## config.mk

```make
export PLATFORM = sky130hd
export DESIGN_NAME = http_header_byte_parser_flat
export DESIGN_NICKNAME = d
export VERILOG_FILES = /design/src/design/hhbp_pkg.sv /design/src/design/hhbp_in_if.sv /design/src/design/hhbp_out_if.sv /design/src/design/http_header_byte_parser.sv /design/src/flat_wrapper.sv
export SDC_FILE = /design/constraint.sdc
export NUM_CORES = 1
export LEC_CHECK = 0
export ABC_AREA = 1
export BUFFER_PORTS_ARGS = -buffer_cell sky130_fd_sc_hd__buf_2
export CAP_MARGIN = 0
export CORE_AREA = 5 5 117 119
export DETAILED_ROUTE_END_ITERATION = 8
export DIE_AREA = 0 0 122 124
export GPL_TIMING_DRIVEN = 0
export PLACE_DENSITY = 0.8
export SLEW_MARGIN = 20
export SYNTH_ARGS = -nofsm -noshare
export SYNTH_HDL_FRONTEND = slang
export SYNTH_SLANG_ARGS = --single-unit
export TNS_END_PERCENT = 30
```

## constraint.sdc

```tcl
create_clock -name clk -period 7.5 [get_ports clk]
set_input_delay 0.75 -clock clk [delete_from_list [all_inputs] [get_ports clk]]
set_output_delay 0.75 -clock clk [all_outputs]
set_load 0.01 [all_outputs]
```

## src/design/hhbp_pkg.sv

```systemverilog
// shared types and constants for the http header byte parser
package hhbp_pkg;

  localparam int unsigned COUNTER_BITS_DEF = 16;
  localparam int unsigned NUM_BITS = 16;

  localparam logic [7:0] CH_COLON = 8'h3A;
  localparam logic [7:0] CH_CR    = 8'h0D;
  localparam logic [7:0] CH_LF    = 8'h0A;
  localparam logic [7:0] CH_SP    = 8'h20;
  localparam logic [7:0] CH_TAB   = 8'h09;

  localparam logic [2:0] TK_START = 3'd0;
  localparam logic [2:0] TK_NAME  = 3'd1;
  localparam logic [2:0] TK_SEP   = 3'd2;
  localparam logic [2:0] TK_VALUE = 3'd3;
  localparam logic [2:0] TK_EOL   = 3'd4;
  localparam logic [2:0] TK_BODY  = 3'd5;
  localparam logic [2:0] TK_DROP  = 3'd6;

  localparam logic [1:0] ERR_NONE = 2'd0;
  localparam logic [1:0] ERR_EOL  = 2'd1;
  localparam logic [1:0] ERR_EOM  = 2'd2;

  typedef enum logic [5:0] {
    PH_START = 6'b000001,
    PH_NAME  = 6'b000010,
    PH_SEP   = 6'b000100,
    PH_VALUE = 6'b001000,
    PH_BODY  = 6'b010000,
    PH_ERROR = 6'b100000
  } phase_t;

  typedef struct packed {
    logic [7:0]          byte_out;
    logic [2:0]          token_class;
    logic                header_commit;
    logic                headers_done;
    logic [1:0]          error_code;
    logic [NUM_BITS-1:0] line_number;
    logic [NUM_BITS-1:0] column_number;
  } result_t;

endpackage

```

## src/design/hhbp_in_if.sv

```systemverilog
// byte input channel of the http header byte parser
interface hhbp_in_if;
  logic       valid;
  logic       ready;
  logic [7:0] data_byte;
  logic       first_of_message;
  logic       last_of_message;

  modport source (output valid, data_byte, first_of_message, last_of_message, input ready);
  modport sink   (input valid, data_byte, first_of_message, last_of_message, output ready);
endinterface

```

## src/design/hhbp_out_if.sv

```systemverilog
// tagged byte output channel of the http header byte parser
interface hhbp_out_if;
  logic        valid;
  logic        ready;
  logic [7:0]  byte_out;
  logic [2:0]  token_class;
  logic        header_commit;
  logic        headers_done;
  logic [1:0]  error_code;
  logic [15:0] line_number;
  logic [15:0] column_number;

  modport source (output valid, byte_out, token_class, header_commit, headers_done,
                  error_code, line_number, column_number, input ready);
  modport sink   (input valid, byte_out, token_class, header_commit, headers_done,
                  error_code, line_number, column_number, output ready);
endinterface

```

## src/design/http_header_byte_parser.sv

```systemverilog
// http header byte parser: tags each message byte and tracks line, column and errors
//
//   channel  direction  carries
//   msg      in         data_byte, first_of_message, last_of_message
//   tag      out        byte_out, token_class, header_commit, headers_done,
//                       error_code, line_number, column_number
//
// one byte per cycle while msg.ready is high: parse state updates in the cycle a byte
// is transferred; its result is registered at that edge in the output or skid register.
// a skid register behind the output register keeps msg ready for one more byte
// while tag is stalled; msg.ready drops only when both are full.
// rst (synchronous) returns the parser to the start line with counters at zero.
module http_header_byte_parser #(
  parameter int unsigned COUNTER_BITS = hhbp_pkg::COUNTER_BITS_DEF
) (
  input logic        clk,
  input logic        rst,
  hhbp_in_if.sink    msg,
  hhbp_out_if.source tag
);
  import hhbp_pkg::*;

  phase_t                  phase;
  logic                    name_is_empty;
  logic                    cr_pending;
  logic [COUNTER_BITS-1:0] line_count;
  logic [COUNTER_BITS-1:0] column_count;
  logic [1:0]              error_latch;

  phase_t                  phase_next;
  logic                    name_is_empty_next;
  logic                    cr_pending_next;
  logic [COUNTER_BITS-1:0] line_count_next;
  logic [COUNTER_BITS-1:0] column_count_next;
  logic [1:0]              error_latch_next;

  logic                    out_valid;
  result_t                 out_data;
  logic                    skid_valid;
  result_t                 skid_data;

  phase_t                  ph0;
  logic                    nie0, crp0;
  logic [COUNTER_BITS-1:0] line0, col0, line1, col1, col2;
  logic [1:0]              err0;
  logic                    pend_done, absorbed, is_eol;
  logic [7:0]              c;
  logic [2:0]              tk;
  logic                    commit, done;
  logic [COUNTER_BITS+NUM_BITS-1:0] line_ext, col_ext;
  result_t                 res;
  logic                    push, pop;

  assign c        = msg.data_byte;
  assign is_eol   = (c == CH_CR) || (c == CH_LF);
  assign msg.ready = !skid_valid;
  assign push     = msg.valid && msg.ready;
  assign pop      = out_valid && tag.ready;

  always_comb begin
    // a new message restarts parsing before its first byte is handled
    ph0   = msg.first_of_message ? PH_START : phase;
    nie0  = msg.first_of_message ? 1'b1 : name_is_empty;
    crp0  = msg.first_of_message ? 1'b0 : cr_pending;
    line0 = msg.first_of_message ? '0 : line_count;
    col0  = msg.first_of_message ? '0 : column_count;
    err0  = msg.first_of_message ? ERR_NONE : error_latch;

    // lone cr completes its line once the following byte is not lf
    pend_done = crp0 && (c != CH_LF);
    absorbed  = crp0 && (c == CH_LF);
    line1 = pend_done ? ((line0 == '1) ? line0 : line0 + 1'b1) : line0;
    col1  = pend_done ? '0 : col0;
    col2  = (col1 == '1) ? col1 : col1 + 1'b1;

    phase_next         = ph0;
    name_is_empty_next = nie0;
    error_latch_next   = err0;
    tk     = TK_DROP;
    commit = 1'b0;
    done   = 1'b0;

    case (ph0)
      PH_START: begin
        if (is_eol) begin
          tk = TK_EOL;
          if (!absorbed) begin
            phase_next         = PH_NAME;
            name_is_empty_next = 1'b1;
          end
        end else begin
          tk = TK_START;
        end
      end
      PH_NAME: begin
        if (absorbed) begin
          tk = TK_EOL;
        end else if (c == CH_COLON) begin
          tk         = TK_SEP;
          phase_next = PH_SEP;
        end else if (is_eol) begin
          if (nie0) begin
            tk         = TK_EOL;
            done       = 1'b1;
            phase_next = PH_BODY;
          end else begin
            error_latch_next = ERR_EOL;
            phase_next       = PH_ERROR;
          end
        end else begin
          tk                 = TK_NAME;
          name_is_empty_next = 1'b0;
        end
      end
      PH_SEP: begin
        if (c inside {CH_SP, CH_TAB}) begin
          tk = TK_SEP;
        end else if (is_eol) begin
          error_latch_next = ERR_EOL;
          phase_next       = PH_ERROR;
        end else begin
          tk         = TK_VALUE;
          phase_next = PH_VALUE;
        end
      end
      PH_VALUE: begin
        if (is_eol) begin
          tk                 = TK_EOL;
          commit             = 1'b1;
          phase_next         = PH_NAME;
          name_is_empty_next = 1'b1;
        end else begin
          tk = TK_VALUE;
        end
      end
      PH_BODY: begin
        tk = absorbed ? TK_EOL : TK_BODY;
      end
      default: begin
        phase_next = PH_ERROR;
        tk         = TK_DROP;
      end
    endcase

    // cr waits for a possible lf, lf always ends the line
    cr_pending_next   = (c == CH_CR);
    line_count_next   = line1;
    column_count_next = col2;
    if (c == CH_LF) begin
      line_count_next   = (line1 == '1) ? line1 : line1 + 1'b1;
      column_count_next = '0;
    end

    if (msg.last_of_message && phase_next != PH_BODY && phase_next != PH_ERROR) begin
      error_latch_next = ERR_EOM;
      phase_next       = PH_ERROR;
    end

    line_ext = {{NUM_BITS{1'b0}}, line1};
    col_ext  = {{NUM_BITS{1'b0}}, col2};

    res.byte_out      = c;
    res.token_class   = tk;
    res.header_commit = commit;
    res.headers_done  = done;
    res.error_code    = error_latch_next;
    res.line_number   = line_ext[NUM_BITS-1:0];
    res.column_number = col_ext[NUM_BITS-1:0];
  end

  always_ff @(posedge clk) begin
    if (rst) begin
      phase         <= PH_START;
      name_is_empty <= 1'b1;
      cr_pending    <= 1'b0;
      line_count    <= '0;
      column_count  <= '0;
      error_latch   <= ERR_NONE;
    end else if (push) begin
      phase         <= phase_next;
      name_is_empty <= name_is_empty_next;
      cr_pending    <= cr_pending_next;
      line_count    <= line_count_next;
      column_count  <= column_count_next;
      error_latch   <= error_latch_next;
    end
  end

  always_ff @(posedge clk) begin
    if (rst) begin
      out_valid  <= 1'b0;
      skid_valid <= 1'b0;
    end else if (!out_valid || pop) begin
      if (skid_valid) begin
        out_valid  <= 1'b1;
        skid_valid <= 1'b0;
      end else begin
        out_valid <= push;
      end
    end else if (push) begin
      skid_valid <= 1'b1;
    end
  end

  always_ff @(posedge clk) begin
    if (!out_valid || pop) begin
      if (skid_valid) begin
        out_data <= skid_data;
      end else if (push) begin
        out_data <= res;
      end
    end else if (push) begin
      skid_data <= res;
    end
  end

  assign tag.valid         = out_valid;
  assign tag.byte_out      = out_data.byte_out;
  assign tag.token_class   = out_data.token_class;
  assign tag.header_commit = out_data.header_commit;
  assign tag.headers_done  = out_data.headers_done;
  assign tag.error_code    = out_data.error_code;
  assign tag.line_number   = out_data.line_number;
  assign tag.column_number = out_data.column_number;

  a_skid_behind_out: assert property (@(posedge clk) disable iff (rst)
    skid_valid |-> out_valid)
    else $error("skid register full while output register empty");

  a_events_exclusive: assert property (@(posedge clk) disable iff (rst)
    tag.valid |-> !(tag.header_commit && tag.headers_done))
    else $error("header commit and headers done on the same byte");

  a_drop_has_error: assert property (@(posedge clk) disable iff (rst)
    (tag.valid && tag.token_class == TK_DROP) |-> (tag.error_code != ERR_NONE))
    else $error("byte dropped with no error latched");

  a_commit_on_eol: assert property (@(posedge clk) disable iff (rst)
    (tag.valid && (tag.header_commit || tag.headers_done)) |-> (tag.token_class == TK_EOL))
    else $error("header event on a byte that is not a line end");

  a_error_sticky: assert property (@(posedge clk) disable iff (rst)
    (push && !msg.first_of_message && error_latch != ERR_NONE)
      |-> (error_latch_next == error_latch))
    else $error("latched error changed within a message");

endmodule

```

## src/flat_wrapper.sv

```systemverilog
// flat-port wrapper written by rule: the top's interface ports become plain ports
module http_header_byte_parser_flat import hhbp_pkg::*;
#(
  parameter int unsigned COUNTER_BITS = hhbp_pkg::COUNTER_BITS_DEF
)
  (clk, rst, msg_valid, msg_data_byte, msg_first_of_message, msg_last_of_message, msg_ready, tag_valid, tag_byte_out, tag_token_class, tag_header_commit, tag_headers_done, tag_error_code, tag_line_number, tag_column_number, tag_ready);
  hhbp_in_if msg_i ();
  hhbp_out_if tag_i ();
  input logic clk;
  input logic rst;
  input wire logic [$bits(msg_i.valid)-1:0] msg_valid;
  input wire logic [$bits(msg_i.data_byte)-1:0] msg_data_byte;
  input wire logic [$bits(msg_i.first_of_message)-1:0] msg_first_of_message;
  input wire logic [$bits(msg_i.last_of_message)-1:0] msg_last_of_message;
  output wire logic [$bits(msg_i.ready)-1:0] msg_ready;
  output wire logic [$bits(tag_i.valid)-1:0] tag_valid;
  output wire logic [$bits(tag_i.byte_out)-1:0] tag_byte_out;
  output wire logic [$bits(tag_i.token_class)-1:0] tag_token_class;
  output wire logic [$bits(tag_i.header_commit)-1:0] tag_header_commit;
  output wire logic [$bits(tag_i.headers_done)-1:0] tag_headers_done;
  output wire logic [$bits(tag_i.error_code)-1:0] tag_error_code;
  output wire logic [$bits(tag_i.line_number)-1:0] tag_line_number;
  output wire logic [$bits(tag_i.column_number)-1:0] tag_column_number;
  input wire logic [$bits(tag_i.ready)-1:0] tag_ready;
  assign msg_i.valid = msg_valid;
  assign msg_i.data_byte = msg_data_byte;
  assign msg_i.first_of_message = msg_first_of_message;
  assign msg_i.last_of_message = msg_last_of_message;
  assign msg_ready = msg_i.ready;
  assign tag_valid = tag_i.valid;
  assign tag_byte_out = tag_i.byte_out;
  assign tag_token_class = tag_i.token_class;
  assign tag_header_commit = tag_i.header_commit;
  assign tag_headers_done = tag_i.headers_done;
  assign tag_error_code = tag_i.error_code;
  assign tag_line_number = tag_i.line_number;
  assign tag_column_number = tag_i.column_number;
  assign tag_i.ready = tag_ready;
  http_header_byte_parser #(.COUNTER_BITS(COUNTER_BITS)) u_core (.clk(clk), .rst(rst), .msg(msg_i), .tag(tag_i));
endmodule
```

[Word level (Yosys, flattened, before mapping)]
Index checks and enable logic that the tools add are counted.
Storage, ports and cells
  flip-flop bits (word level): 138
  latch bits: 0
  bits in writable memories: 0
  bits in read-only memories: 0
  output and inout bits: 49
  memories: 0
Operators by class
  add/subtract/negate cells: 3
  $mul: 0
  divide/modulo/power cells: 0
  $lt $le $gt $ge: 0
  equal/unequal tests: 16
  shift-type cells: 0
  mux-type cells: 59
  bitwise gates (word level): 1
  reductions and logical operators: 15
Operator list (count)
  2-to-1 mux 16 bit: 9
  2-to-1 mux 47 bit: 2
  2-to-1 mux 6 bit: 11
  adder 16 x 1 -> 16 bit, second input constant: 3
  == test 16 bit, second input constant: 3
  one-hot mux 6 bit (5 select lines): 1
  == test 8 x 4 -> 1 bit, second input constant: 3
  2-to-1 mux 3 bit: 7
  2-to-1 mux 2 bit: 9
  2-to-1 mux 1 bit: 17
  == test 8 x 6 -> 1 bit, second input constant: 2
  one-hot mux 3 bit (5 select lines): 1
  inequality test 8 x 4 -> 1 bit, second input constant: 1
  == test 6 x 1 -> 1 bit, second input constant: 1
  == test 6 x 2 -> 1 bit, second input constant: 1
  == test 6 x 3 -> 1 bit, second input constant: 1
  == test 6 x 4 -> 1 bit, second input constant: 1
  == test 6 x 5 -> 1 bit, second input constant: 1
  logical AND 1 bit: 6
  inequality test 6 x 5 -> 1 bit, second input constant: 1
  inequality test 6 bit, second input constant: 1
  one-hot mux 2 bit (2 select lines): 1
  AND reduction 2 bit: 2
  nonzero test 2 bit: 2
  5 further kinds: 7

[Depth between registers and ports, before layout]
  depth after elaboration: 12
  mapped depth: 21

[Worst setup path before layout]
OpenSTA, ideal clock, no wires.
  path type: input-to-reg
  from: input msg_valid
  to: register u_core.skid_data[0] (netlist bit), enable pin
  library setup time: 452 ps
  data arrival time: 3629 ps
  data required time: 7048 ps
  setup slack: 3420 ps
  cell stages on the path: 5
  buffers on the path: 1
  cell sequence: inv_1 nor2_1 clkinv_1 clkbuf_1 nor2_1
Between the ends
  word-level cells in the longest chain between the ends: 2
Ends and longest elaborated chain
  from (decl): RTL line flat_wrapper.sv:11  | input wire logic [$bits(msg_i.valid)-1:0] msg_valid;
  logical AND 1 bit: RTL line http_header_byte_parser.sv:57  | assign push = msg.valid && msg.ready;
  AND reduction 2 bit (no line)
  to (signal assigned): RTL line http_header_byte_parser.sv:213  | skid_data <= res;
  to (decl): RTL line http_header_byte_parser.sv:40  | result_t skid_data;
No other way between the ends.
A chain may end at the register's enable or synchronous reset.

[Final worst setup path]
  from: input msg_first_of_message
  to: register u_core.line_count[7]
Between the ends
  word-level cells in the longest chain between the ends: 7
Ends and longest elaborated chain
  from (decl): RTL line flat_wrapper.sv:13  | input wire logic [$bits(msg_i.first_of_message)-1:0] msg_first_of_message;
  2-to-1 mux 16 bit: RTL line http_header_byte_parser.sv:65  | line0 = msg.first_of_message ? '0 : line_count;
  adder 16 x 1 -> 16 bit or == test 16 bit (tied branches): RTL line http_header_byte_parser.sv:72  | line1 = pend_done ? ((line0 == '1) ? line0 : line0 + 1'b1) : line0;
  2-to-1 mux 16 bit: RTL line http_header_byte_parser.sv:72
  2-to-1 mux 16 bit *: RTL line http_header_byte_parser.sv:72
  named net u_core.line1[0]: RTL line http_header_byte_parser.sv:44  | logic [COUNTER_BITS-1:0] line0, col0, line1, col1, col2;
  adder 16 x 1 -> 16 bit or == test 16 bit (tied branches): RTL line http_header_byte_parser.sv:150  | line_count_next = (line1 == '1) ? line1 : line1 + 1'b1;
  2-to-1 mux 16 bit *: RTL line http_header_byte_parser.sv:150
  2-to-1 mux 16 bit *: RTL line http_header_byte_parser.sv:149  | if (c == CH_LF) begin
  to (signal assigned): RTL line http_header_byte_parser.sv:183  | line_count <= line_count_next;
  to (decl): RTL line http_header_byte_parser.sv:26  | logic [COUNTER_BITS-1:0] line_count;
Mark *: on every way through the listed nets, which the timed path passes. The rest lies on a longest branch.

==> run_results.csv <==
group,metric,value,unit
outcome,outcome,"complete, no violations",
placement,place_hpwl,13.32,mm
pwr,switching_power,439.6,µW
critical_path,crit_family,"simple AND/OR/NAND/NOR gates",
timing,hold_violations,0,
synth,synthArstFlopShare,0,%
routing,drc_errors,0,
routing,final_antenna_net_count,0,
pwr,power_density,210.8,nW/µm²
synth,synth_edf_count,94,
timing,post-route-period-util,51.41,%
timing,grt_setup_unrepaired,"no",
critical_path,arrival,4.18,ns
grt,grt_pass1_wl,29.90,mm
synth,syn_area,7511,µm²
layout,antenna_cells,0,
placement,pre_cts_slack,3.327,ns
synth,synth_top_area_share,37.58,%
synth,synthTopCellsByArea,"edfxtp_1 (38%), nand2_1 (13%), dfxtp_1 (12%)",
critical_path,required,7.82,ns
layout,final.fill_count,987,
timing,fmax,259.3,MHz
routing,vias,6395,
floorplanning,die_area,15130,µm²
critical_path,critPathBufInv,4,
layout,layout_commonest_cell,"nand2_1",
clock_network,ctsRootBufferMaster,"clkbuf_16",
clock_network,cts_hold_buf,0,
placement,numPortBuffers,61,
synth,synth_area_per_cell,8.209,µm²
floorplanning,die_width,122,µm
floorplanning,rows,41,
clock_network,cts_tree,"done",
run,drv_cap,0,
synth,synth_flop_cell,"edfxtp_1",
critical_path,startpoint_type,"primary input",
pwr,ir_drop,141.4,µV
pwr,pwr-share-seq,47.3,%
layout,seqCellArea,3704,µm²
pwr,p_int,1382,µW
timing,worst_pin_slew,0.9045,ns
grt,grt_usage,25.40,%
floorplanning,start_util,60.25,%
clock_network,cts_setup_buffers,0,
clock_network,cts_buffer_depth,2,
placement,place_congestion,0.9631,
timing,slew_violations,0,
synth,synthDistinctLibCells,47,
clock_network,clk_pin_slew,0.06,ns
synth,synth_warnings,0,
critical_path,critical_path.max_fanout,10,
pwr,p_clk_share,43.9,%
clock_network,h-tree-depth,4,
layout,layout_common_cells,"nand2_1 (256), edfxtp_1 (94), inv_1 (84), nor2_1 (84), nand3_1 (69)",
routing,dr.pass1.iters,6,
clock_network,cts_made_buffers,17,
layout,multiInputGateArea,3222,µm²
synth,yosysTopAreaCell,"edfxtp_1",
routing,first_iter_violations,640,
routing,vias_per_cell,5.415,
grt,gr-total-overflow,0,
grt,grt_pass1_vias,6094,
clock_network,clkSinkCount,138,
layout,final_nets,1014,
grt,grt_max_degree,32,
critical_path,path_class,"primary input to flop",
timing,fin_crit,3.856,ns
layout,syn_to_final_growth,15.08,%
timing,tns,0,ns
routing,avgRoutedWirePerCell,15.34,µm
synth,seq_area_frac_synth,49.31,%
clock_network,worstSkewPairLatency,0.42,ns
pwr,p_leak,0.003542,µW
hold_path,min_path_type,"flop to flop",
timing,fin_skew,0.007328,ns
grt,antenna_found_initial,0,
timing,setup_viol,0,
clock_network,post_cts_resized,0,
timing,fin_ws,3.644,ns
critical_path,worstSetupEndpointType,"flop",
floorplanning,coreArea,12470,µm²
critical_path,critPathSlowestCell,"xor2_1",
pwr,pwr-share-comb,8.7,%
layout,final_layout_size_suffix_gt1_share,18.14,%
critical_path,cp_slowest_stage_delay,0.40,ns
synth,syn_inst,915,
critical_path,path_cells,"buf_2 > buf_2 > nor2_1 > ha_1 > nand4_1 > nor2_1 > nand4_1 > nand2_1 > xor2_1 > inv_1 > ha_1 > nand3_2 > nor2_4 > nand2_2 > nor2_4 > nand3_1 > nand3_1 > nand2_1 > nand3_1 > nand2_1 > inv_1",
floorplanning,fp.dieH,124,µm
synth,syn_nets,932,
timing,slew_headroom,39.47,%
synth,ys_ff_latch,138,
floorplanning,pin_count,63,
pwr,switching_share,24.13,%
routing,wirelength,18.12,mm
[metal layers]
layer | vias up | wire length, µm | GRT usage (%)
li1 | 3200 | - | -
met1 | 2921 | 7955 | 34.25
met2 | 246 | 8519 | 41.13
met3 | 28 | 1316 | 4.768
met4 | 0 | 325 | 9.524
met5 | - | 0 | 0
[Yosys cell counts, types with 2 or more instances]
cell type,n
nand2_1,256
edfxtp_1,94
nor2_1,86
inv_1,84
nand3_1,69
dfxtp_1,44
o21ai_0,38
a21oi_1,36
nand4_1,25
clkbuf_1,19
nand2_2,16
a31oi_1,14
nand3_2,14
inv_2,13
nor3_1,13
xor2_1,13
nor2_2,12
buf_6,7
nor2_4,7
xnor2_1,6
buf_2,5
nand3b_1,4
nor3_2,4
o211ai_1,4
clkinv_1,3
ha_1,3
o21ai_1,3
buf_1,2
buf_8,2
nor4_1,2
[layout make-up]
class	instances	area share, %
multi-input combinational	640	37.28
clock buffer	18	4.965
timing repair buffer	63	3.995
inverter	101	4.401
sequential	138	42.85
buffer	36	2.548
clock inverter	13	1.477
tap	172	2.490
[worst paths after layout]
path / endpoint / slack (ns) / cells past startpoint / start
worst min-delay path: u_core.name_is_empty / 0.47 / 1 / u_core.name_is_empty
worst max-delay path: u_core.line_count[7] / 3.64 / 21 / msg_first_of_message
worst min register to register: u_core.name_is_empty / 0.47 / 1 / u_core.name_is_empty
worst max register to register: u_core.line_count[7] / 3.96 / 20 / u_core.line_count[0]
[stage by stage]
step	total power, µW	std cells	utilization, %	hold slack, ns	cell area [µm²]
2_1_floorplan	978.3	915	-	0.4363	7511
3_3_place_gp	1030	1148	64.43	0.4448	8031
3_5_place_dp	1035	1150	64.87	0.4521	8087
4_1_cts	1824	1181	69.34	0.4670	8643
5_1_grt	1885	1181	69.34	0.5036	8643
6_report	1822	1181	69.34	0.4650	8643
[power by group through the flow]
stage,Clock (µW),Combinational (µW),Sequential (µW)
CTS,803,158,862
finish,801,159,863
floorplan,0,89.5,889
global placement,0,151,879
global route,842,178,865
detailed placement,0,157,878
[worst reg2reg max path: stages, from the launching register on]
cell	delay (ns)
dfxtp_1	0.37
inv_1	0.06
nor2_1	0.28
ha_1	0.28
nand4_1	0.16
nor2_1	0.18
nand4_1	0.20
nand2_1	0.16
xor2_1	0.40
inv_1	0.16
ha_1	0.28
nand3_2	0.11
nor2_4	0.05
nand2_2	0.09
nor2_4	0.05
nand3_1	0.21
nand3_1	0.10
nand2_1	0.07
nand3_1	0.09
nand2_1	0.10
inv_1	0.05
[cell families (layout without fill, tap and decap cells)]
group	count (synthesis)	in the layout	synth area share (%)
and+or+nand+nor	516	516	32.38
DFF	138	138	49.31
buffers and inverters	137	231	7.996
AOI/OAI and AO/OA	102	102	7.596
xor gates and xnor gates	19	19	2.216
adders and majority gates	3	3	0.4998
[sequential cells by signal (all words and copies together) (netlist names), 2 cells and up]
signal / count
u_core.column_count: 16
u_core.tag.column_number: 16
u_core.phase: 6
u_core.skid_data: 47
u_core.tag.line_number: 16
u_core.line_count: 16
u_core.error_latch: 2
u_core.tag.error_code: 2
u_core.tag.token_class: 3
u_core.tag.byte_out: 8
(Power assumes the default switching activity.)
